**config.mk**
```make
export PLATFORM = sky130hd
export DESIGN_NAME = float32_to_narrow_float_encoder
export DESIGN_NICKNAME = d
export VERILOG_FILES = /design/src/f2n_pkg.sv /design/src/float32_to_narrow_float_encoder.sv
export VERILOG_INCLUDE_DIRS = /design/src /design/src/src
export SDC_FILE = /design/constraint.sdc
export NUM_CORES = 1
export LEC_CHECK = 0
export ABC_AREA = 0
export BUFFER_PORTS_ARGS = -buffer_cell sky130_fd_sc_hd__buf_2
export CAP_MARGIN = 20
export CORE_ASPECT_RATIO = 0.5
export CORE_MARGIN = 5
export CORE_UTILIZATION = 35
export DETAILED_ROUTE_END_ITERATION = 10
export SLEW_MARGIN = 20
export SYNTH_ARGS = -nofsm -noshare
export SYNTH_HDL_FRONTEND = slang
export SYNTH_SLANG_ARGS = --single-unit
```
**constraint.sdc**
```tcl
create_clock -name clk_i -period 1.5 [get_ports clk_i]
set_input_delay 0.225 -clock clk_i [delete_from_list [all_inputs] [get_ports clk_i]]
set_output_delay 0.225 -clock clk_i [all_outputs]
set_load 0.005 [all_outputs]
```
**src/float32_to_narrow_float_encoder_assert.svh**
```systemverilog
// Assertion macros for the float32 encoder.
`ifndef FLOAT32_TO_NARROW_FLOAT_ENCODER_ASSERT_SVH
`define FLOAT32_TO_NARROW_FLOAT_ENCODER_ASSERT_SVH

// Property that must hold at every clock edge outside reset.
`define F2N_ASSERT(label, clk, rst_n, prop, msg) \
  label: assert property (@(posedge clk) disable iff (!rst_n) (prop)) else $error(msg);

// Implication whose consequent is checked in the next cycle.
`define F2N_ASSERT_NEXT(label, clk, rst_n, ante, cons, msg) \
  label: assert property (@(posedge clk) disable iff (!rst_n) (ante) |=> (cons)) \
    else $error(msg);

`endif

```
**src/f2n_pkg.sv**
```systemverilog
`default_nettype none
package f2n_pkg;
  localparam int unsigned ValueW = 32;
  localparam int unsigned FmtW = 2;
  localparam int unsigned StatusW = 2;

  typedef enum logic [1:0] {
    FmtBfloat16 = 2'd0,
    FmtHalf     = 2'd1,
    FmtSingle   = 2'd2,
    FmtSpare    = 2'd3
  } fmt_e;

  typedef enum logic [1:0] {
    StOk        = 2'd0,
    StNonfinite = 2'd1,
    StOverflow  = 2'd2,
    StSpare     = 2'd3
  } status_e;
endpackage
`default_nettype wire

```
**src/float32_to_narrow_float_encoder.sv**
```systemverilog
// float32_to_narrow_float_encoder
// Each accepted input transaction is converted and its result registered in the output register.
// Throughput: one transaction per cycle while the output is not stalled; the single conversion stage sets this.
// The output register accepts a new item in the same cycle its result is taken.
// Reset (rst_ni low, async): output valid cleared, target_format back to bfloat16.
`default_nettype none
module float32_to_narrow_float_encoder (
  input  wire logic                          clk_i,
  input  wire logic                          rst_ni,
  input  wire logic                          cfg_we_i,
  input  wire logic [f2n_pkg::FmtW-1:0]      cfg_wdata_i,  // target_format
  input  wire logic                          s_axis_tvalid,
  output logic                               s_axis_tready,
  input  wire logic [f2n_pkg::ValueW-1:0]    s_axis_tdata,  // [31:0] value_bits
  output logic                               m_axis_tvalid,
  input  wire logic                          m_axis_tready,
  output logic [39:0]                        m_axis_tdata   // [31:0] encoded, [33:32] status
);
  import f2n_pkg::*;

  logic [FmtW-1:0]    fmt_q;
  logic               vld_q;
  logic [31:0]        enc_q, enc_d;
  logic [StatusW-1:0] st_q, st_d;

  // stage is free when empty or being drained
  assign s_axis_tready = !vld_q || m_axis_tready;
  wire in_fire = s_axis_tvalid && s_axis_tready;

  logic [31:0] bits;
  logic [7:0]  expo;
  logic [22:0] frac;
  // bfloat16
  logic [16:0] bf_r;
  logic [15:0] bf_low;
  logic        bf_up;
  // binary16 normal path
  logic [9:0]  h_kept;
  logic [12:0] h_rest;
  logic        h_up;
  logic [10:0] h_r;
  logic [5:0]  h_exp;
  // binary16 subnormal path: shift 14..24 of 24-bit significand
  logic [23:0] sig;
  logic [4:0]  sh;
  logic [23:0] s_kept, s_rest, s_half, s_mask;
  logic        s_up;
  logic [10:0] s_r;

  always_comb begin
    bits = s_axis_tdata;
    if (bits[30:0] == 31'd0) bits = '0;  // negative zero to positive zero
    expo = bits[30:23];
    frac = bits[22:0];
    st_d = StOk;
    enc_d = '0;

    bf_low = bits[15:0];
    bf_up  = (bf_low > 16'h8000) || (bf_low == 16'h8000 && bits[16]);
    bf_r   = {1'b0, bits[31:16]} + {16'd0, bf_up};

    h_kept = frac[22:13];
    h_rest = frac[12:0];
    h_up   = (h_rest > 13'h1000) || (h_rest == 13'h1000 && h_kept[0]);
    h_r    = {1'b0, h_kept} + {10'd0, h_up};
    // power+15 = expo-112, plus carry
    h_exp  = 6'(expo - 8'd112) + {5'd0, h_r[10]};

    sig    = {1'b1, frac};
    // power in [-25,-15]: shift = -power-1 = 126-expo
    sh     = 5'(8'd126 - expo);
    s_kept = sig >> sh;
    s_mask = (24'd1 << sh) - 24'd1;
    s_rest = sig & s_mask;
    s_half = 24'd1 << (sh - 5'd1);
    s_up   = (s_rest > s_half) || (s_rest == s_half && s_kept[0]);
    s_r    = s_kept[10:0] + {10'd0, s_up};

    if (s_axis_tdata[30:23] == 8'hff) begin
      st_d = StNonfinite;
    end else begin
      case (fmt_q)
        FmtBfloat16: begin
          if (bf_r[14:7] == 8'hff) st_d = StOverflow;
          else if (bf_r[14:0] != 15'd0) enc_d = {16'd0, bf_r[15:0]};
        end
        FmtHalf: begin
          if (expo == 8'd0 || expo < 8'd102) begin
            enc_d = '0;
          end else if (expo > 8'd142) begin
            st_d = StOverflow;
          end else if (expo < 8'd113) begin
            if (s_r != 11'd0) enc_d = {16'd0, bits[31], 4'd0, s_r};
          end else if (h_exp >= 6'd31) begin
            st_d = StOverflow;
          end else begin
            enc_d = {16'd0, bits[31], h_exp[4:0], h_r[9:0]};
          end
        end
        default: enc_d = bits;
      endcase
    end
  end

  always_ff @(posedge clk_i or negedge rst_ni) begin
    if (!rst_ni) begin
      fmt_q <= FmtW'(FmtBfloat16);
      vld_q <= 1'b0;
    end else begin
      if (cfg_we_i) fmt_q <= cfg_wdata_i;
      if (s_axis_tready) vld_q <= s_axis_tvalid;
    end
  end

  always_ff @(posedge clk_i) begin
    if (in_fire) begin
      enc_q <= enc_d;
      st_q  <= st_d;
    end
  end

  assign m_axis_tvalid = vld_q;
  assign m_axis_tdata  = {6'd0, st_q, enc_q};

`include "float32_to_narrow_float_encoder_assert.svh"
  `F2N_ASSERT(a_err_zero, clk_i, rst_ni, !vld_q || st_q == StOk || enc_q == 32'd0, "error with data")
  `F2N_ASSERT(a_st_range, clk_i, rst_ni, !vld_q || st_q != StSpare, "bad status")
  `F2N_ASSERT_NEXT(a_fire_vld, clk_i, rst_ni, in_fire, vld_q, "lost item")
  `F2N_ASSERT_NEXT(a_hold, clk_i, rst_ni, vld_q && !m_axis_tready, vld_q && $stable(enc_q), "dropped result")
endmodule
`default_nettype wire
```
=== Word-level counts from Yosys, hierarchy flattened ===
Index checks and enable logic that the tools add are counted.

* Input port bits: 39
* Output and inout bits: 42
* Bits in registers: 37

* Muxes and demuxes: 15
* Equality and inequality tests: 6
* Add/subtract/negate cells: 8
* Reduce and logical (&&, ||, !) cells: 15
* Bitwise gates (word level): 1
* Shift operators: 3
* Magnitude comparators: 7

{| class="wikitable"
|+ Operator list
! cell !! number
|-
| $mux 32 || 4
|-
| $mux 16 || 4
|-
| $pmux 32 s2 || 1
|-
| $shl 1x5->24 const A || 2
|-
| $logic_not 31->1 || 1
|-
| $and 24x24->24 || 1
|-
| $eq 24x24->1 || 1
|-
| $gt 24x24->1 || 1
|-
| $shr 24x5->11 || 1
|-
| $sub 24x1->24 const B || 1
|-
| $add 16x1->16 || 1
|-
| $eq 16x16->1 const B || 1
|-
| $eq 8x8->1 const B || 2
|-
| $gt 16x16->1 const B || 1
|-
| $lt 8x7->1 const B || 2
|-
| $reduce_bool 15->1 || 1
|-
| $eq 13x13->1 const B || 1
|-
| $gt 13x13->1 const B || 1
|-
| $add 10x1->11 || 1
|-
| $add 11x1->11 || 1
|-
| $reduce_bool 11->1 || 1
|-
| $mux 2 || 5
|-
| $gt 8x8->1 const B || 1
|-
| $logic_not 8->1 || 1
|-
| 11 further kinds || 18
|}

=== Logic depth before layout (Yosys ltp) ===
Gate-level depths: netlist (run 1).

* Depth after elaboration: 16
* Mapped depth: 32
* Mapped depth without buffers: 26

=== Worst setup path before layout (run 1) ===
OpenSTA, ideal clock, no wires.

* Path kind: in2reg
* From: input port s_axis_tdata[23] (netlist name)
* To: register enc_q[15], data pin
* Stages: 29
* Required time: 1.235 ns
* Data arrival time: 5.939 ns
* Setup slack: -4.704 ns
* Buffers on the path: 7
* Cell sequence: buf_6 -> buf_2 -> buf_2 -> clkbuf_1 -> ha_1 -> ha_1 -> clkbuf_1 -> clkbuf_1 -> buf_1 -> nand3_1 -> ha_1 -> o31ai_1 -> xnor2_1 -> and2_1 -> ha_1 -> a21o_1 -> a21o_1 -> a21o_1 -> a21o_1 -> a21o_1 -> a21o_1 -> a21oi_1 -> nor3_1 -> o32a_1 -> ha_1 -> ha_1 -> or4_1 -> a211oi_2 -> a31oi_1

* Cells in the longest elaborated chain, start to end: 16
* Elaborated cells between the ends (all ways): 44
* Those cells by class: 8 x add/sub; 7 x order compare; 5 x eq/ne; 3 x shift; 9 x mux; 1 x bitwise; 11 x reduce/logical

{| class="wikitable"
|+ RTL lines
! element !! RTL line !! RTL
|-
| start: declaration || float32_to_narrow_float_encoder.sv:14 || <nowiki>input wire logic [f2n_pkg::ValueW-1:0] s_axis_tdata,</nowiki>
|-
| parallel branches: the longest is 16 deep, another holds $sub 24x1->24 || n/a ||
|-
| end signal: assignment || float32_to_narrow_float_encoder.sv:117 || <nowiki>enc_q <= enc_d;</nowiki>
|-
| end: declaration || float32_to_narrow_float_encoder.sv:23 || <nowiki>logic [31:0] enc_q, enc_d;</nowiki>
|}

Several ways; the timed one is not identified.
A chain may end at the register's enable or synchronous reset.

=== Worst setup path after layout (run 1) ===
* From: input port s_axis_tdata[24] (netlist name)
* To: register enc_q[15], data pin

Same word-level chain as after synthesis.

==> results of run 1 <==
-- how the worst min path moves through the flow --
| stage | start | endpoint | slack (ns) | cells past startpoint |
|---|---|---|---|---|
| after detailed placement | rst_ni | m_axis_tvalid$_DFFE_PN0N_ | 0.03 | 1 |
| after global routing | s_axis_tvalid | m_axis_tvalid$_DFFE_PN0N_ | 0.17 | 2 |
| final | s_axis_tvalid | m_axis_tvalid$_DFFE_PN0N_ | 0.15 | 2 |
| after CTS | s_axis_tvalid | m_axis_tvalid$_DFFE_PN0N_ | 0.16 | 2 |
| after global placement | rst_ni | m_axis_tvalid$_DFFE_PN0N_ | 0.02 | 1 |
| after floorplan | rst_ni | fmt_q[0]$_DFFE_PN0P_ | -0.07 | 0 |
-- per-stage QoR --
step	setup slack, ns	area (µm²)	power [µW]	hold slack (ns)
after floorplan	-3.792	6071	2984	-0.07059
after global placement	-3.527	8066	4220	0.02380
after detailed placement	-3.562	8066	4243	0.02646
after CTS	-3.155	8747	5628	0.1561
after global routing	-3.248	8924	6068	0.1701
final	-3.140	8924	5765	0.1544
-- critical path, stage by stage --
cell and delay (ns):
sky130_fd_sc_hd__buf_12 0.10, sky130_fd_sc_hd__inv_2 0.04, sky130_fd_sc_hd__ha_2 0.16, sky130_fd_sc_hd__or2_4 0.25, sky130_fd_sc_hd__or3_4 0.35, sky130_fd_sc_hd__o21ai_4 0.20, sky130_fd_sc_hd__o21ai_2 0.09, sky130_fd_sc_hd__nand2b_4 0.15
sky130_fd_sc_hd__o21bai_4 0.17, sky130_fd_sc_hd__buf_6 0.12, sky130_fd_sc_hd__xor2_1 0.14, sky130_fd_sc_hd__and2_4 0.16, sky130_fd_sc_hd__ha_4 0.26, sky130_fd_sc_hd__nand4_1 0.15, sky130_fd_sc_hd__nor4_2 0.41, sky130_fd_sc_hd__o21ai_1 0.12
sky130_fd_sc_hd__o211ai_1 0.10, sky130_fd_sc_hd__o32a_1 0.21, sky130_fd_sc_hd__ha_4 0.19, sky130_fd_sc_hd__o31ai_4 0.09, sky130_fd_sc_hd__nor4_4 0.15, sky130_fd_sc_hd__xnor2_1 0.13, sky130_fd_sc_hd__or4_4 0.43, sky130_fd_sc_hd__a211oi_2 0.15
sky130_fd_sc_hd__a31oi_1 0.10
-- sequential cells by signal, indices dropped and copies added (netlist names) --
register,count
fmt_q,2
m_axis_tvalid,1
st_q,2
enc_q,32
-- cell usage after synthesis (all sizes together), types with 17 or more instances --
master	number	area, µm²
o22ai	18	112.6
ha	41	513.0
nor3	19	100.1
clkbuf	34	128.9
nand2	89	334.1
xnor2	29	269.0
nor2	59	229.0
xor2	17	148.9
o21ai	34	170.2
a21oi	30	150.1
nand3	27	145.1
edfxtp	34	1021
buf	26	166.4
-- area by class of cell --
cell class / count / area, µm² / share of cell area (%)
Sequential cell: 37 / 1096 / 12.28
Multi-Input combinational cell: 606 / 4937 / 55.33
Tap cell: 204 / 255.2 / 2.860
Inverter: 12 / 50.05 / 0.5609
Clock buffer: 5 / 125.1 / 1.402
Clock inverter: 3 / 41.29 / 0.4627
Timing Repair Buffer: 326 / 2419 / 27.10
-- layer usage --
metal  vias up  global-route usage [%]  routed length, µm
li1       3204                       -                  -
met1      3302                   34.68              10730
met2       352                   41.10              10860
met3        70                   4.558               2183
met4         2                   8.170                782
met5         -                       0                 13
-- timing repair --
action / 4_1_cts / 5_1_grt
buffers inserted: 17 / 4
hold buffers: 1 / 0
pin swaps: 63 / 48
gates resized for setup: 87 / 31
setup endpoints to repair: 34 / 29
endpoints found under the hold margin: 3 / 0
-- logic make-up (layout without fill, tap and decap cells) --
logic type	count (synthesis)	in the layout	share of synthesized area (%)
buffers and inverters	72	346	6.058
adder cells (fa/ha/maj)	41	41	9.131
multiplexers	36	36	8.463
other	1	6	0.06675
AO/OA/AOI/OAI	181	181	22.61
flip-flops	37	37	19.51
XOR/XNOR	46	46	7.439
AND/OR/NAND/NOR	296	296	26.73
-- report_power, final --
part	switching (µW)	internal, µW	total (µW)
Combinational	1710	1610	3320
Clock	416	778	1190
Sequential	18.3	1230	1250
==> results list, run 1 <==
- Result of the run: finished, violations left
* Violations in the final reports: setup timing
- STA classifies the critical path startpoint as an input port.
- Data on the critical path arrives at its endpoint at 4.67 ns.
* Most frequent standard cell in the layout excluding fill and tap cells: sky130_fd_sc_hd__buf_4
* Row count: 32
- Final global-route overflow total: 0
* Worst hold-check path type: input port to flop
- Highest fanout seen on the critical path: 4
- Antenna violations before repair: 1
- Mapped Area: 0.005618 mm²
- The worst setup path is of the input port to flop kind.
* Area growth syn-to-layout: 58.84%
- Timing would allow up to 0.2155 GHz.
* Maximum number of pins on one net before global-route repair: 35
* Actual transition at the worst max-transition pin: 0.6426 ns
* CTS tree: yes
- In this run the power density over the cells is 646.1 mW/mm².
* Total global-route track usage: 25.42%
* Largest vdd supply drop: 0.5161 mV
- Async set-or-reset flop fraction in the synthesized netlist: 8.108%
- Final ANT Viol Nets: 0
- CP Launch Point: s_axis_tdata[24]
* Clk buf depth: 2
* Skew final: 0.009204 ns
- The first global-routing pass estimated 37.84 mm of wire.
- After clock tree synthesis, the clock-pin slew on the worst setup and hold paths is 0.06 ns.
- The wire-length estimate of the detail-placed layout is 19.33 mm.
- Yosys mapped a number of flops with a built-in enable equal to 34.
- Post-synthesis cell count: 710
- Clock latency on the worst-skew pair, taken at its later pin, is 0.28 ns.
* Detailed Routing Iterations Pass 1: 7
- Port buffering added 74 buffers.
- Number of remaining DRC errors: 0
* Worst max-slew margin expressed relative to the limit: 57.00%
* Total clock sinks: 37
* Post-synthesis average cell area: 7.913 µm²
- The Yosys step of the flow raised 0 warnings.
- In this run the critical register-to-register path is launched from fmt_q[1]$_DFFE_PN0P_.
- Kind of end point of the critical path: flop
- RSZ-0062 raised after global routing: yes
* Vias after detailed routing: 6,930
* Capture point of the worst reg-to-reg path: enc_q[10]$_SDFFCE_PN0P_
- The floorplan step set the die width to 189.2 µm.
- Routability-driven placement finished with a final weighted congestion of 0.9946.
- Max-cap violations in this run came to 0.
* Final wirelength: 24.58 mm
* Vias in the first global route: 6,717
* Sum of negative setup slack: -46.03 ns
- Cells fill 57.29% of the core in the end.
- Summed over all cells, the static leakage comes to 0.003757 µW.
- The number of antenna diodes in the final layout is 0.
* Synth unique cells: 78
- Counting flops and latches in the post-synthesis netlist gives 37.
- Clk root buf: sky130_fd_sc_hd__clkbuf_16
- Measured along the y axis, the die boundary spans 99.59 µm.
- The number of placed instances, taps included, is 1,167.
- Number of clock buffers inserted by TritonCTS: 5
- Number of filler instances in the final layout: 1,402
- Final count of pins violating max slew: 0
* Worst reg2reg setup slack: -0.48 ns
- Starting utilization of the core area: 36.07%
- Measured in cells, the most critical reg-to-reg path has a length of 6.
- In the final routed layout, each cell accounts on average for 20.60 µm.
* H-tree level count: 2
- In the finished design, the share of the clock period the worst path needs comes to 309.3%.
* Share of the yosys chip area belonging to registers: 19.51%
* Crit path required time: 1.53 ns
* Iteration-0 DRC Markers: 686
* Final Worst Setup Slack: -3.140 ns
- Setup violations remaining at the end of the flow were counted as 28.
- Critical Path Sink: enc_q[15]$_SDFFCE_PN0P_
* Post-layout instance count excluding filler cells: 1,193
- Most used cells in the layout excluding fill and tap cells: sky130_fd_sc_hd__buf_4 (232), sky130_fd_sc_hd__nand2_1 (84), sky130_fd_sc_hd__buf_2 (67)
* Ratio of cells with drive above 1 in the final layout: 47.32%
- Number of nets in the final layout: 1,068
- Min Clock Period, post-route: 4.640 ns
- The floorplan step defined a die boundary enclosing 0.01884 mm².
- Core outline area: 0.01557 mm²
* Predominant post-synthesis flop cell: sky130_fd_sc_hd__edfxtp_1
* Number of hold violations in the final report: 0
* Mean number of vias per cell: 5.809
- For this design the top-level I/O count stands at 81.
No activity file was read; power rests on OpenSTA's default activity.
==> run 2: changes to the inputs <==
--- a/config.mk
+++ b/config.mk
@@ -13,6 +13,8 @@
 export CORE_MARGIN = 5
 export CORE_UTILIZATION = 35
 export DETAILED_ROUTE_END_ITERATION = 10
+export PLACE_DENSITY = 0.59
+export SETUP_SLACK_MARGIN = 0.05
 export SLEW_MARGIN = 20
 export SYNTH_ARGS = -nofsm -noshare
 export SYNTH_HDL_FRONTEND = slang
==> run 2 against run 1 <==
  * The run still ends with setup timing left
  * Clock power about the same
  * Total power is 0.31% higher
  * Clock skew decreased by 0.0018 ns
  * Fmax shrank 0.38%
  * First-iteration DRC count up 10%
  * Combinational power about the same
  * Cell count is 0.84% higher
  * Highest routed layer is now met4
==> results list, run 2 (synthesis gave the netlist of run 1 again) <==
* Result of the run: finished, violations left
* Violations in the final reports: setup timing
- The delay of the slowest cell on the worst path is 0.43 ns (about the same).
- Post-layout instance count excluding filler cells: 1,203 (+0.84%)
* Maximum number of pins on one net before global-route repair: 31 (-11%)
- Sequential cell area: 0.001096 mm² (unchanged)
* Worst Path Class, Setup: input port to flop
- Max reg flops: 32 (unchanged)
* Most frequent standard cell in the layout excluding fill and tap cells: sky130_fd_sc_hd__buf_4
* Clk root buf: sky130_fd_sc_hd__clkbuf_16
- Worst-path clk slew: 0.06 ns (about the same)
- RSZ-0062 raised after global routing: yes
- The routed length per instance is 20.41 µm (-0.93%).
- The top achievable clock speed is 0.2147 GHz (-0.38%).
* Critical path's slowest cell: sky130_fd_sc_hd__or4_4
- The part of the power in registers is 21.6% (about the same).
- Antenna violations before repair: 0 (-1)
* Final Worst Setup Slack: -3.158 ns (-0.01768 ns)
* Number of endpoints failing setup at the final stage: 18 (-36%)
* Detailed placement HPWL: 19.03 mm (-1.6%)
- Area of all placed cells without fillers: 0.008982 mm² (+0.66%)
* Clk buf depth: 2 (unchanged)
* Row count: 32 (unchanged)
- Internal power: 3620 µW (about the same)
- Largest vdd supply drop: 0.5267 mV (+2.1%)
- Die X: 189.2 µm (unchanged)
- The total number of nets in the final design was 1,078 (+0.94%).
- Sum of negative setup slack: -45.66 ns (+0.3753 ns)
- Clock latency of the later-clocked register in the worst-skew pair: 0.29 ns (about the same)
- The highest fanout seen on the critical path is 5 (+1).
- The final max-slew violation count is 0 (unchanged).
* Mean number of vias per cell: 5.741 (-1.2%)
- Max-cap check violation count: 0 (unchanged)
- The area occupied by multi-input gates came to 0.004942 mm² (+0.10%).
- Min Clock Period, post-route: 4.658 ns (+0.01768 ns)
* Core outline area: 0.01557 mm² (unchanged)
- Number of filler instances in the final layout: 1,380 (-1.6%)
- The final cycle utilization of the critical path came to 310.5% (+1.2 points).
* Global placer's final weighted congestion: 0.9953 (about the same)
- The placement-stage cell area came to 0.008155 mm² (+1.1%).
- In the layout the commonest cells are sky130_fd_sc_hd__buf_4 (245), sky130_fd_sc_hd__nand2_1 (84), sky130_fd_sc_hd__buf_2 (69).
- Arr. time, crit path: 4.69 ns (+0.02 ns)
* Total clock sinks: 37 (unchanged)
* Register containing the most flip-flops in the final layout: enc_q
- The slew at the pin with the worst max-slew slack was 0.6700 ns (+0.02745 ns).
- The path class of the tightest hold or removal check is input port to flop.
- The number of violations reported at the end of detailed-routing iteration 0 came to 757 (+10%).
- Detailed Routing Iterations Pass 1: 8 (+1)
* Kind of end point of the critical path: flop
- The required time at the endpoint of the critical path was 1.53 ns (about the same).
- The largest registers in the layout are enc_q: 32 flops, fmt_q: 2 flops, st_q: 2 flops.
- TritonCTS built the clock tree.
* Clock power share: 20.9% (+0.2 points)
- Number of clock buffers inserted by TritonCTS: 5 (unchanged)
- The number of primary I/O pins came to 81 (unchanged).
- Switching fraction of total power: 37.40% (+0.14 points)
- The overflow left after global routing was 0 (unchanged).
* Die area: 0.01884 mm² (unchanged)
- Worst max-slew margin expressed relative to the limit: 55.17% (-1.8 points)
* Lkg Pwr: 0.003771 µW (+0.37%)
- Counting stages on the worst path, the most repeated cell is sky130_fd_sc_hd__ha_4.
- Final ANT Viol Nets: 0 (unchanged)
- Antenna fix cells: 0 (unchanged)
- The critical path goes through buf_12, ha_4, ha_4, inv_4, a2111oi_4, o31ai_4, a21oi_2, nand2_2, or2_1, xnor2_1, and2_4, ha_4, nand4_1, nor4_4, o21ai_1, o211ai_1, o32a_1, ha_4, o31ai_4, nor4_4, xnor2_1, or4_4, a211oi_2, a31oi_1.
- The wire length of the first global-routing pass was 37.45 mm (-1.0%).
* Skew final: 0.007392 ns (-0.001812 ns)
- The number of port buffers was 74 (unchanged).
* Net Sw Power: 2163 µW (+0.70%)
- STA classifies the critical path startpoint as an input port.
- Final wirelength: 24.55 mm (-0.10%)
- The starting density of the core was 36.07% (unchanged).
* Power after layout: 5783 µW (+0.31%)
- Total power per unit cell area: 643.9 mW/mm² (-0.35%)
- Vias after detailed routing: 6,907 (-0.33%)
- Total instance count after detailed placement: 1,180 (+1.1%)
- The combinational group share of total power is 57.5% (about the same).
- The total routing resource utilization after global routing is 24.99% (-0.43 points).
- H-tree level count: 2 (unchanged)
* Area growth syn-to-layout: 59.89%
- Vias in the first global route: 6,515 (-3.0%)
* Number of hold violations in the final report: 0 (unchanged)
* Number of remaining DRC errors: 0 (unchanged)
- The share of layout cells above drive strength 1 came to 47.25% (-0.073 points).
* Die outline height: 99.59 µm (unchanged)
==> run 2: path summary, 6_finish.rpt <==
check | startpoint | end | slack, ns | cells after the start
setup / recovery | s_axis_tdata[24] | enc_q[15]$_SDFFCE_PN0P_ | -3.16 | 24
hold reg to reg | m_axis_tvalid$_DFFE_PN0N_ | m_axis_tvalid$_DFFE_PN0N_ | 0.53 | 2
max in group asynchronous | rst_ni | fmt_q[1]$_DFFE_PN0P_ | 1.11 | 2
hold / removal | s_axis_tvalid | m_axis_tvalid$_DFFE_PN0N_ | 0.13 | 2
setup reg to reg | fmt_q[1]$_DFFE_PN0P_ | enc_q[9]$_SDFFCE_PN0P_ | -0.48 | 5
min in group asynchronous | rst_ni | m_axis_tvalid$_DFFE_PN0N_ | 0.27 | 2
==> run 2: what timing repair did <==
action,4_1_cts,5_1_grt
resized for setup,67,46
endpoints found under the hold margin,3,0
setup endpoints to repair,34,31
pin swaps,43,41
setup buffers,13,10
hold buffers,1,0
==> run 2: per-layer routing <==
layer | track usage, % | up-vias | wire, µm
met5 | 0 | - | 0
met3 | 2.489 | 48 | 1667
met4 | 6.156 | 0 | 557
li1 | - | 3224 | -
met2 | 41.41 | 307 | 11220
met1 | 35.25 | 3328 | 11110
==> run 2: power groups by stage <==
| stage | logic [µW] | registers, µW | clock network (µW) |
|---|---|---|---|
| floorplan | 1700 | 1280 | 0 |
| global placement | 2960 | 1270 | 0 |
| detailed placement | 2980 | 1270 | 0 |
| CTS | 3150 | 1250 | 1220 |
| global route | 3570 | 1260 | 1250 |
| finish | 3330 | 1250 | 1210 |
==> run 2: area by class of cell <==
class / instances / area share [%]
Clock buffer: 5 / 1.393
Multi-Input combinational cell: 606 / 55.02
Timing Repair Buffer: 336 / 27.50
Clock inverter: 3 / 0.4597
Sequential cell: 37 / 12.20
Tap cell: 204 / 2.842
Inverter: 12 / 0.5850
==> run 2: worst max-delay path, delay by kind of cell <==
family	cells	cell delay [ns]
buffers and inverters	2	0.17
AND/OR/NAND/NOR	7	1.64
AO/OA/AOI/OAI	9	1.44
adder cells (fa/ha/maj)	4	0.97
XOR/XNOR	2	0.24
==> run 2: through the flow <==
step	hold slack [ns]	utilization [%]	setup slack, ns
6_report	0.1315	57.67	-3.158
5_1_grt	0.1484	57.67	-3.324
4_1_cts	0.1379	55.89	-3.189
3_5_place_dp	0.03636	52.36	-3.695
3_3_place_gp	0.03564	52.36	-3.519
2_1_floorplan	-0.07059	-	-3.792
